$ cat config.mk
export PLATFORM = sky130hd
export DESIGN_NAME = open_loop_six_step_commutator
export DESIGN_NICKNAME = d
export VERILOG_FILES = /design/src/hw/rtl/olssc_pkg.sv /design/src/hw/rtl/open_loop_six_step_commutator.sv
export SDC_FILE = /design/constraint.sdc
export NUM_CORES = 1
export LEC_CHECK = 0
export ABC_AREA = 1
export BUFFER_PORTS_ARGS = -buffer_cell sky130_fd_sc_hd__clkbuf_2
export CELL_PAD_IN_SITES_DETAIL_PLACEMENT = 1
export CELL_PAD_IN_SITES_GLOBAL_PLACEMENT = 1
export CORE_UTILIZATION = 40
export CTS_CLUSTER_SIZE = 8
export DETAILED_ROUTE_END_ITERATION = 16
export GPL_TIMING_DRIVEN = 0
export PLACE_DENSITY = 0.74
export SYNTH_ARGS = -nofsm -noshare
export SYNTH_HDL_FRONTEND = slang
export SYNTH_SLANG_ARGS = --single-unit
$ cat constraint.sdc
create_clock -name clock -period 6 [get_ports clock]
set_input_delay 0.6 -clock clock [delete_from_list [all_inputs] [get_ports clock]]
set_output_delay 0.6 -clock clock [all_outputs]
set_load 0.02 [all_outputs]
$ cat src/hw/rtl/olssc_pkg.sv
// Shared constants, types and phase tables for the open-loop six-step commutator.
package olssc_pkg;

   // Field widths
   localparam int SPEED_W    = 16;
   localparam int DUTY_BITS  = 13;
   localparam int TPR_W      = 8;
   localparam int STEP_W     = 3;
   localparam int TICKS_W    = 25;
   localparam int PROD_W     = SPEED_W + TPR_W;

   // Bit-serial divider: 60e6 fits in 26 bits, one quotient bit per cycle
   localparam int                DIV_W     = 26;
   localparam int                DIV_STEPS = DIV_W;
   localparam int                CNT_W     = 5;
   localparam logic [DIV_W-1:0]  DIVIDEND  = 26'd60000000;

   // Configuration port
   localparam int CSR_IDX_W  = 4;
   localparam int CSR_DATA_W = 16;

   localparam logic [CSR_IDX_W-1:0] REG_START_RPM = 4'd0;
   localparam logic [CSR_IDX_W-1:0] REG_END_RPM   = 4'd1;
   localparam logic [CSR_IDX_W-1:0] REG_DUTY      = 4'd2;
   localparam logic [CSR_IDX_W-1:0] REG_TPR       = 4'd3;

   // Register reset values
   localparam logic [SPEED_W-1:0]   START_RPM_RST = 16'd60;
   localparam logic [SPEED_W-1:0]   END_RPM_RST   = 16'd600;
   localparam logic [DUTY_BITS-1:0] DUTY_RST      = 13'd327;
   localparam logic [TPR_W-1:0]     TPR_RST       = 8'd21;

   localparam logic [STEP_W-1:0] STEP_FIRST = 3'd0;
   localparam logic [STEP_W-1:0] STEP_LAST  = 3'd5;

   // Modulated leg codes
   typedef enum logic [1:0] {
      LEG_A = 2'd0,
      LEG_B = 2'd1,
      LEG_C = 2'd2,
      LEG_NONE = 2'd3
   } leg_type;

   // Sequencer states
   typedef enum logic [2:0] {
      ST_READY = 3'b001,
      ST_MUL   = 3'b010,
      ST_DIV   = 3'b100
   } state_type;

   // Half-bridge enables per step, bit 0 = A, bit 1 = B, bit 2 = C
   function automatic logic [2:0] phase_enables(input logic [STEP_W-1:0] step);
      logic [2:0] en;
      case (step)
         3'd0:    en = 3'b101;
         3'd1:    en = 3'b011;
         3'd2:    en = 3'b110;
         3'd3:    en = 3'b101;
         3'd4:    en = 3'b011;
         3'd5:    en = 3'b110;
         default: en = 3'b000;
      endcase
      return en;
   endfunction

   // Leg that carries the duty compare per step
   function automatic leg_type phase_leg(input logic [STEP_W-1:0] step);
      leg_type leg;
      case (step)
         3'd0, 3'd1: leg = LEG_A;
         3'd2, 3'd3: leg = LEG_C;
         3'd4, 3'd5: leg = LEG_B;
         default:    leg = LEG_NONE;
      endcase
      return leg;
   endfunction

endpackage

$ cat src/hw/rtl/open_loop_six_step_commutator.sv
// Open-loop six-step commutator: one registered result for each accepted tick.
// A tick that does not start a phase is taken every cycle while results drain.
// A phase start runs a multiply state then a bit-serial divider for the phase
// length, and no further tick is taken until the divider has finished.
// Synchronous reset restores the register defaults, idles the sequencer and
// empties the result register; no clearing pass is needed.
module open_loop_six_step_commutator import olssc_pkg::*; (
   input  logic                  clock,
   input  logic                  reset,
   // tick channel
   input  logic                  req_valid,
   output logic                  req_ready,
   input  logic                  req_run,
   // result channel
   output logic                  rsp_valid,
   input  logic                  rsp_ready,
   output logic                  rsp_enable_a,
   output logic                  rsp_enable_b,
   output logic                  rsp_enable_c,
   output logic [DUTY_BITS-1:0]  rsp_duty_a,
   output logic [DUTY_BITS-1:0]  rsp_duty_b,
   output logic [DUTY_BITS-1:0]  rsp_duty_c,
   output logic [STEP_W-1:0]     rsp_phase,
   output logic [SPEED_W-1:0]    rsp_speed_rpm,
   output logic                  rsp_commutated,
   // configuration port
   input  logic                  csr_valid,
   output logic                  csr_ready,
   input  logic [CSR_IDX_W-1:0]  csr_index,
   input  logic [CSR_DATA_W-1:0] csr_wdata
);

   // Configuration registers
   logic [SPEED_W-1:0]   start_rpm_ff, start_rpm_in;
   logic [SPEED_W-1:0]   end_rpm_ff, end_rpm_in;
   logic [DUTY_BITS-1:0] duty_ff, duty_in;
   logic [TPR_W-1:0]     tpr_ff, tpr_in;

   // Commutation state
   state_type            state_ff, state_in;
   logic                 active_ff, active_in;
   logic [SPEED_W-1:0]   speed_ff, speed_in;
   logic [STEP_W-1:0]    step_ff, step_in;
   logic [TICKS_W-1:0]   remain_ff, remain_in;
   logic [TPR_W-1:0]     tpr_lat_ff, tpr_lat_in;

   // Divider datapath
   logic [TICKS_W-1:0]   divisor_ff, divisor_in;
   logic [TICKS_W-1:0]   rem_ff, rem_in;
   logic [DIV_W-1:0]     dsr_ff, dsr_in;
   logic [CNT_W-1:0]     cnt_ff, cnt_in;

   // Result register
   logic                 rsp_valid_ff, rsp_valid_in;
   logic [2:0]           en_ff, en_in;
   logic [DUTY_BITS-1:0] duty_a_ff, duty_a_in;
   logic [DUTY_BITS-1:0] duty_b_ff, duty_b_in;
   logic [DUTY_BITS-1:0] duty_c_ff, duty_c_in;
   logic [STEP_W-1:0]    phase_ff, phase_in;
   logic [SPEED_W-1:0]   spd_out_ff, spd_out_in;
   logic                 comm_ff, comm_in;

   // Tick decode
   logic                 req_fire;
   logic                 phase_start;
   logic [STEP_W-1:0]    step_nx;
   logic                 ramp;
   logic [SPEED_W-1:0]   speed_ramp;
   logic [STEP_W-1:0]    tick_step;
   leg_type              tick_leg;

   // Divider step
   logic [SPEED_W-1:0]   speed_eff;
   logic [TPR_W-1:0]     tpr_eff;
   logic [PROD_W-1:0]    prod;
   logic [DIV_W-1:0]     rem_shift;
   logic [DIV_W-1:0]     rem_diff;
   logic                 qbit;
   logic [TICKS_W-1:0]   quot_lo;

   assign csr_ready = 1'b1;
   assign req_ready = (state_ff == ST_READY) && (!rsp_valid_ff || rsp_ready);
   assign req_fire  = req_valid && req_ready;

   // Next step and ramped speed for a phase start
   assign phase_start = !active_ff || (remain_ff == '0);
   assign step_nx     = !active_ff ? STEP_FIRST :
                        (step_ff == STEP_LAST) ? STEP_FIRST : step_ff + 1'b1;
   assign ramp        = (step_nx == STEP_FIRST) && (speed_ff <= end_rpm_ff) &&
                        (speed_ff != '1);
   assign speed_ramp  = ramp ? speed_ff + 1'b1 : speed_ff;
   assign tick_step   = phase_start ? step_nx : step_ff;
   assign tick_leg    = phase_leg(tick_step);

   // Phase length product, zero operands taken as one
   assign speed_eff = (speed_ff == '0) ? SPEED_W'(1) : speed_ff;
   assign tpr_eff   = (tpr_lat_ff == '0) ? TPR_W'(1) : tpr_lat_ff;
   assign prod      = PROD_W'(speed_eff) * PROD_W'(tpr_eff);

   // One restoring division step: bring in the next dividend bit
   assign rem_shift = {rem_ff, dsr_ff[DIV_W-1]};
   assign rem_diff  = rem_shift - {1'b0, divisor_ff};
   assign qbit      = (rem_shift >= {1'b0, divisor_ff});
   assign quot_lo   = {dsr_ff[TICKS_W-2:0], qbit};

   // Configuration writes
   always_comb begin
      start_rpm_in = start_rpm_ff;
      end_rpm_in   = end_rpm_ff;
      duty_in      = duty_ff;
      tpr_in       = tpr_ff;
      if (csr_valid && csr_ready) begin
         case (csr_index)
            REG_START_RPM: start_rpm_in = csr_wdata[SPEED_W-1:0];
            REG_END_RPM:   end_rpm_in   = csr_wdata[SPEED_W-1:0];
            REG_DUTY:      duty_in      = csr_wdata[DUTY_BITS-1:0];
            REG_TPR:       tpr_in       = csr_wdata[TPR_W-1:0];
            default:       ;
         endcase
      end
   end

   // Tick handling and divider sequencing
   always_comb begin
      state_in   = state_ff;
      active_in  = active_ff;
      speed_in   = speed_ff;
      step_in    = step_ff;
      remain_in  = remain_ff;
      tpr_lat_in = tpr_lat_ff;
      divisor_in = divisor_ff;
      rem_in     = rem_ff;
      dsr_in     = dsr_ff;
      cnt_in     = cnt_ff;
      case (state_ff)
         ST_READY: begin
            if (req_fire) begin
               if (!req_run) begin
                  active_in = 1'b0;
                  speed_in  = start_rpm_ff;
                  step_in   = STEP_FIRST;
                  remain_in = '0;
               end else if (phase_start) begin
                  active_in  = 1'b1;
                  step_in    = step_nx;
                  speed_in   = speed_ramp;
                  tpr_lat_in = tpr_ff;
                  state_in   = ST_MUL;
               end else begin
                  remain_in = remain_ff - 1'b1;
               end
            end
         end
         ST_MUL: begin
            divisor_in = {prod, 1'b0};
            rem_in     = '0;
            dsr_in     = DIVIDEND;
            cnt_in     = CNT_W'(DIV_STEPS - 1);
            state_in   = ST_DIV;
         end
         ST_DIV: begin
            rem_in = qbit ? rem_diff[TICKS_W-1:0] : rem_shift[TICKS_W-1:0];
            dsr_in = {dsr_ff[DIV_W-2:0], qbit};
            cnt_in = cnt_ff - 1'b1;
            if (cnt_ff == '0) begin
               // tick that starts the phase counts as its first
               remain_in = quot_lo - 1'b1;
               state_in  = ST_READY;
            end
         end
         default: state_in = ST_READY;
      endcase
   end

   // Result register, loaded on each accepted tick
   always_comb begin
      rsp_valid_in = rsp_valid_ff;
      en_in        = en_ff;
      duty_a_in    = duty_a_ff;
      duty_b_in    = duty_b_ff;
      duty_c_in    = duty_c_ff;
      phase_in     = phase_ff;
      spd_out_in   = spd_out_ff;
      comm_in      = comm_ff;
      if (rsp_valid_ff && rsp_ready) begin
         rsp_valid_in = 1'b0;
      end
      if (req_fire) begin
         rsp_valid_in = 1'b1;
         en_in        = '0;
         duty_a_in    = '0;
         duty_b_in    = '0;
         duty_c_in    = '0;
         phase_in     = STEP_FIRST;
         spd_out_in   = start_rpm_ff;
         comm_in      = 1'b0;
         if (req_run) begin
            en_in      = phase_enables(tick_step);
            phase_in   = tick_step;
            spd_out_in = phase_start ? speed_ramp : speed_ff;
            comm_in    = phase_start;
            case (tick_leg)
               LEG_A:   duty_a_in = duty_ff;
               LEG_B:   duty_b_in = duty_ff;
               LEG_C:   duty_c_in = duty_ff;
               default: ;
            endcase
         end
      end
   end

   // Control and configuration registers
   always_ff @(posedge clock) begin
      if (reset) begin
         start_rpm_ff <= START_RPM_RST;
         end_rpm_ff   <= END_RPM_RST;
         duty_ff      <= DUTY_RST;
         tpr_ff       <= TPR_RST;
         state_ff     <= ST_READY;
         active_ff    <= 1'b0;
         speed_ff     <= START_RPM_RST;
         step_ff      <= STEP_FIRST;
         remain_ff    <= '0;
         rsp_valid_ff <= 1'b0;
      end else begin
         start_rpm_ff <= start_rpm_in;
         end_rpm_ff   <= end_rpm_in;
         duty_ff      <= duty_in;
         tpr_ff       <= tpr_in;
         state_ff     <= state_in;
         active_ff    <= active_in;
         speed_ff     <= speed_in;
         step_ff      <= step_in;
         remain_ff    <= remain_in;
         rsp_valid_ff <= rsp_valid_in;
      end
   end

   // Datapath and payload registers
   always_ff @(posedge clock) begin
      tpr_lat_ff <= tpr_lat_in;
      divisor_ff <= divisor_in;
      rem_ff     <= rem_in;
      dsr_ff     <= dsr_in;
      cnt_ff     <= cnt_in;
      en_ff      <= en_in;
      duty_a_ff  <= duty_a_in;
      duty_b_ff  <= duty_b_in;
      duty_c_ff  <= duty_c_in;
      phase_ff   <= phase_in;
      spd_out_ff <= spd_out_in;
      comm_ff    <= comm_in;
   end

   assign rsp_valid      = rsp_valid_ff;
   assign rsp_enable_a   = en_ff[0];
   assign rsp_enable_b   = en_ff[1];
   assign rsp_enable_c   = en_ff[2];
   assign rsp_duty_a     = duty_a_ff;
   assign rsp_duty_b     = duty_b_ff;
   assign rsp_duty_c     = duty_c_ff;
   assign rsp_phase      = phase_ff;
   assign rsp_speed_rpm  = spd_out_ff;
   assign rsp_commutated = comm_ff;

endmodule

### Word-level counts from Yosys, hierarchy flattened

Cells that the tools add are included.

| storage, ports and cells | value |
|---|---|
| bits in registers | 252 |
| latch bits | 0 |
| bits in writable memories | 0 |
| bits in read-only memories | 0 |
| input bits | 26 |
| output and inout port bits | 65 |
| word-level logic and storage cells | 119 |
| memories | 0 |

| operators by class | value |
|---|---|
| $add $sub $neg | 6 |
| $mul | 1 |
| div/mod/pow operators | 0 |
| order comparisons | 2 |
| equal/unequal tests | 21 |
| shifts and indexed selects | 0 |
| multiplexer cells | 29 |
| bitwise operators | 0 |
| reduce and logical (&&, ||, !) cells | 38 |

Operators by type and width:

| cell | count |
|---|---|
| $mux W25 | 5 |
| $pmux W25 S2 | 2 |
| $mux W16 | 4 |
| $pmux W26 S2 | 1 |
| $sub A25 B1 Y25 const B | 2 |
| $ge A26 B25 Y1 | 1 |
| $logic_not A25 Y1 | 1 |
| $sub A25 B25 Y25 | 1 |
| $mul A16 B8 Y24 | 1 |
| $mux W3 | 8 |
| $pmux W3 S3 | 2 |
| $add A16 B1 Y16 const B | 1 |
| $le A16 B16 Y1 | 1 |
| $logic_not A16 Y1 | 1 |
| $ne A16 B16 Y1 const B | 1 |
| $reduce_and A2 Y1 | 8 |
| $eq A3 B3 Y1 const B | 4 |
| $reduce_and A4 Y1 | 3 |
| $reduce_or A2 Y1 | 6 |
| $pmux W5 S2 | 1 |
| $eq A3 B2 Y1 const B | 3 |
| $eq A4 B2 Y1 const B | 2 |
| $logic_not A8 Y1 | 1 |
| $mux W8 | 1 |
| 20 further kinds | 36 |

### Depth between registers and ports, before layout

| logic depth | value |
|---|---|
| word-level depth | 9 |
| mapped depth | 29 |

### Worst setup path after synthesis

No wires, ideal clock.

| path | value |
|---|---|
| path kind | reg2reg |
| start point | register speed_ff[10] |
| end point | register divisor_ff[18] (data pin) |
| data arrival time | 4.766 ns |
| required time | 5.741 ns |
| slack | 0.975 ns |
| cell stages (with the launch flop) | 23 |
| path buffers | 1 |
| period minus slack after synthesis | 5.025 ns |
| cells stage by stage | dfxtp_1 clkbuf_1 inv_1 nand4_1 nor2_1 nand4_1 nand2_1 nor2_1 fa_1 fa_1 fa_1 inv_1 fa_1 inv_1 ha_1 a21o_1 a21oi_1 o21ai_1 a21boi_0 o21ai_1 nand2_1 nand2_1 xor2_1 |

| on the way | value |
|---|---|
| cells in the longest elaborated chain, start to end | 3 |

Ends and longest elaborated chain:

| item | RTL line | text |
|---|---|---|
| start, declared | open_loop_six_step_commutator.sv:42 | `logic [SPEED_W-1:0] speed_ff, speed_in;` |
| start signal, assigned | open_loop_six_step_commutator.sv:232 | `speed_ff <= speed_in;` |
| $logic_not A16 Y1 | open_loop_six_step_commutator.sv:96 | `assign speed_eff = (speed_ff == '0) ? SPEED_W'(1) : speed_ff;` |
| $mux W16 * | open_loop_six_step_commutator.sv:96 |  |
| $mul A16 B8 Y24 * | open_loop_six_step_commutator.sv:98 | `assign prod = PROD_W'(speed_eff) * PROD_W'(tpr_eff);` |
| via prod[17] | open_loop_six_step_commutator.sv:75 | `logic [PROD_W-1:0] prod;` |
| end signal, assigned | open_loop_six_step_commutator.sv:242 | `divisor_ff <= divisor_in;` |
| end, declared | open_loop_six_step_commutator.sv:48 | `logic [TICKS_W-1:0] divisor_ff, divisor_in;` |

The timed path passes the listed nets; every way through them passes the cells marked *.
A chain may end at the register's enable or synchronous reset.

### Worst setup path after layout

| path | value |
|---|---|
| start point | register speed_ff[12] |
| end point | register divisor_ff[23] (data pin) |

The elaborated chain is that of the path after synthesis.

==> impl_metrics.py <==
metrics = {
    "outcome": {
        "status": "finished, final reports clean",
    },
    "synth": {
        "yosys.area_share.simple": 0.206,
        "synth_top_family_by_area": "simple AND/OR/NAND/NOR gates",
        "avgSynthCellArea_um2": 8.05,
        "synthFlopType": "edfxtp_1",
        "synth_area_leaders": "edfxtp_1, dfxtp_1, fa_1",
        "muxShareOfSynthArea": 0,
        "synth_cell_types": 52,
        "yosysSeqAreaShare": 0.380,
        "synth-edff-count": 150,
        "synth_common_cells": "inv_1, nand2_1, nor2_1",
        "ys_ff_latch": 252,
        "synthArstFlopShare": 0,
        "synth_adder_area_share": 0.164,
        "synthCells": 2138,
        "synth_xor_area_frac": 0.0254,
        "synth_top_cell_by_area": "edfxtp_1",
        "synth_warnings": 0,
        "syn_nets": 2339,
        "synth.cell_area_mm2": 0.0172,
        "synth-compound-area-share": 0.112,
        "synth_top_area_frac": 0.262,
        "synth.most_common_cell": "inv_1",
    },
    "setup_path": {
        "crit_required_ns": 6.29,
        "crit_path_start_kind": "register",
        "regToRegSetupSlack_ns": 0.37,
        "rr_worst_depth": 26,
        "worstPathArrival_ns": 5.92,
        "r2r_end": "divisor_ff[23]",
        "timing.rr.start": "speed_ff[12]",
        "cp_slowest_cell": "fa_1",
        "worst-path-max-fanout": 10,
        "end_kind": "register",
        "crit_top_cell": "nand2_1",
        "critPathMaxStageDelay_ns": 0.55,
        "critical_path_class": "reg -> reg",
    },
    "placement": {
        "dp_cells": 2765,
        "dpl_cell_area_mm2": 0.0183,
        "place_hpwl_mm": 40.7,
        "place.port_buffers": 88,
        "place_congestion": 0.895,
        "post-place-ws_ns": 0.00620,
    },
    "power_and_ir_drop": {
        "p_leak_nw": 9.27,
        "p_total_mw": 8.18,
        "p_int_mw": 4.79,
        "netSwitchingPower_mw": 3.39,
        "ir_worst_vdd_uv": 320,
        "clockPowerShare": 0.250,
        "seq_power_share": 0.282,
        "p_sw_frac": 0.414,
        "power_frac_comb": 0.467,
        "powerDensity_mw_per_mm2": 420,
    },
    "cells_and_area": {
        "drive_gt1_frac": 0.0968,
        "final_cell_area_mm2": 0.0195,
        "nets": 2467,
        "area_growth_pct": 13.2,
        "n_fill_cell": 5202,
        "fin_cells": 2832,
        "antennaDiodeCount": 0,
        "post-route-util": 0.461,
    },
    "routing": {
        "first_pass_iters": 5,
        "postRouteWirelength_mm": 52.7,
        "drtAntennaViolNets": 0,
        "drt_iter0_markers": 848,
        "vias": 14700,
        "wire_per_inst_um": 18.6,
        "viasPerCell": 5.18,
        "drc": 0,
    },
    "floorplan": {
        "dieArea_mm2": 0.0439,
        "die_h_um": 209,
        "core_area_mm2": 0.0422,
        "initial_utilization": 0.408,
        "top_level_ports": 91,
        "die_x_um": 209,
        "rows": 75,
    },
    "timing": {
        "period_share": 0.938,
        "hold_viol_final": 0,
        "max_freq_mhz": 178,
        "worstMarginPinSlew_ns": 1.13,
        "fin_ws_ns": 0.374,
        "rsz0062_at_grt": "no",
        "slew_viol_final": 0,
        "clock_skew_ns": 0.0399,
        "fin_crit_ns": 5.63,
        "holdWs_ns": 0.284,
        "fin_setup_tns_ns": 0,
        "maxSlewHeadroom": 0.239,
        "setup_violations": 0,
    },
    "global_route": {
        "grt.total_usage": 0.244,
        "gr-total-overflow": 0,
        "grt_first_pass_wirelength_mm": 84.2,
        "grt_pass1_vias": 15700,
        "antenna_found_initial": 0,
        "grt_max_degree": 72,
    },
    "clock_network": {
        "numCtsBuffers": 38,
        "cts_tree": "yes",
        "clk_pin_slew_ns": 0.05,
        "htreeDepth": 2,
        "cts-root-buf": "clkbuf_16",
        "clk_latency_ns": 0.58,
        "clkSinkCount": 252,
        "cts.path.max_buffers": 3,
    },
    "min_path": {
        "holdPathEnd": "start_rpm_ff[14]",
        "whs_path_depth": 3,
        "hold_start": "csr_wdata[14]",
        "hp-class": "in -> reg",
    },
    "flow_run": {
        "cap_viol_max_count": 0,
    },
}
-- placed cells by master (no fill, tap or decap), types with 3 or more instances in the layout --
cell       synthesis  layout
a211oi_1           6       6
a21o_1             9       9
a21oi_1          144     144
a31oi_1           11      11
buf_2             14      14
buf_4              7       7
buf_6              6       6
clkbuf_1          44      66
clkbuf_16          0      38
clkbuf_2           0      89
clkinv_1           3       4
dfxtp_1          102     102
edfxtp_1         150     150
fa_1              85      85
ha_1              90      90
inv_1            404     402
inv_2              9      10
nand2_1          391     389
nand2_2            5       6
nand2_4            6       7
nand3_1          115     115
nand3_2            3       3
nand4_1           26      26
nor2_1           230     230
nor2_2             8       8
nor2_4             3       3
nor3_1            23      23
nor3_2             3       3
nor4_1             6       6
o211ai_1           8       8
o21a_1             7       7
o21ai_0           95      95
o21ai_1           27      27
o21ai_2           10      10
o21bai_1           6       6
o22ai_1            5       5
or2_2              4       4
xnor2_1           16      16
xor2_1            34      34
-- worst max path at each step --
stage / from / end / depth (start not counted)
CTS: speed_ff[10] / divisor_ff[18] / 22
global route: speed_ff[12] / divisor_ff[23] / 26
global placement: speed_ff[10] / divisor_ff[18] / 22
floorplan: speed_ff[10] / divisor_ff[18] / 22
finish: speed_ff[12] / divisor_ff[23] / 26
detailed placement: speed_ff[10] / divisor_ff[18] / 22
-- critical path, delay by kind of cell (launching register included) --
family	cells	cell delay [ns]
buf+inv	5	0.54
xor+xnor	1	0.14
fa+ha+maj	5	2.50
compound gates	2	0.44
simple gates	13	1.39
flops	1	0.32
-- cell families (layout without fill, tap and decap cells) --
logic type / count (synthesis) / count (layout)
and+or+nand+nor: 828 / 828
buffers and inverters: 490 / 645
AOI/OAI and AO/OA: 342 / 342
DFF: 252 / 252
adders and majority gates: 175 / 175
xor gates and xnor gates: 50 / 50
other: 1 / 1
-- final cells by class --
class,count,area (um^2),share of cell area
multi-input combinational,1396,8740,0.449
sequential,252,6550,0.336
inverter,417,1570,0.0808
clock buffer,62,1050,0.0539
tap,539,674,0.0346
timing repair buffer,88,440,0.0226
buffer,73,364,0.0187
clock inverter,5,91.3,0.00469
-- power groups by stage --
stage | clock, mW | sequential, mW | combinational [mW]
after floorplan | 0 | 2.39 | 2.80
after global placement | 0 | 2.33 | 3.67
after detailed placement | 0 | 2.34 | 3.83
after CTS | 2.09 | 2.31 | 3.86
after global routing | 2.15 | 2.33 | 4.37
final | 2.05 | 2.31 | 3.82
-- state kept, by name, summed over array words and instances, names as in the netlist, 5 cells and up --
register and cells:
rsp_duty_a 13, cnt_ff 5, duty_ff 13, tpr_ff 8
start_rpm_ff 16, rsp_duty_b 13, dsr_ff 26, rem_ff 25
divisor_ff 24, speed_ff 16, tpr_lat_ff 8, remain_ff 25
rsp_speed_rpm 16, rsp_duty_c 13, end_rpm_ff 16
-- repair_timing --
| item | CTS | global route |
|---|---|---|
| setup buffers | 0 | 0 |
| hold buffers | 0 | 0 |
| resized for setup | 1 | 4 |
| setup endpoints to repair | 1 | 4 |
-- metal layers --
| layer | wire (um) | vias up | GRT usage | part of all wire |
|---|---|---|---|---|
| met3 | 1910 | 91 | 0.0335 | 0.036 |
| met5 | 0 | - | 0 | 0 |
| met4 | 1560 | 0 | 0.0824 | 0.030 |
| li1 | - | 7105 | - | - |
| met1 | 23800 | 7190 | 0.315 | 0.45 |
| met2 | 25500 | 292 | 0.419 | 0.48 |
No activity file was read; power rests on OpenSTA's default activity.
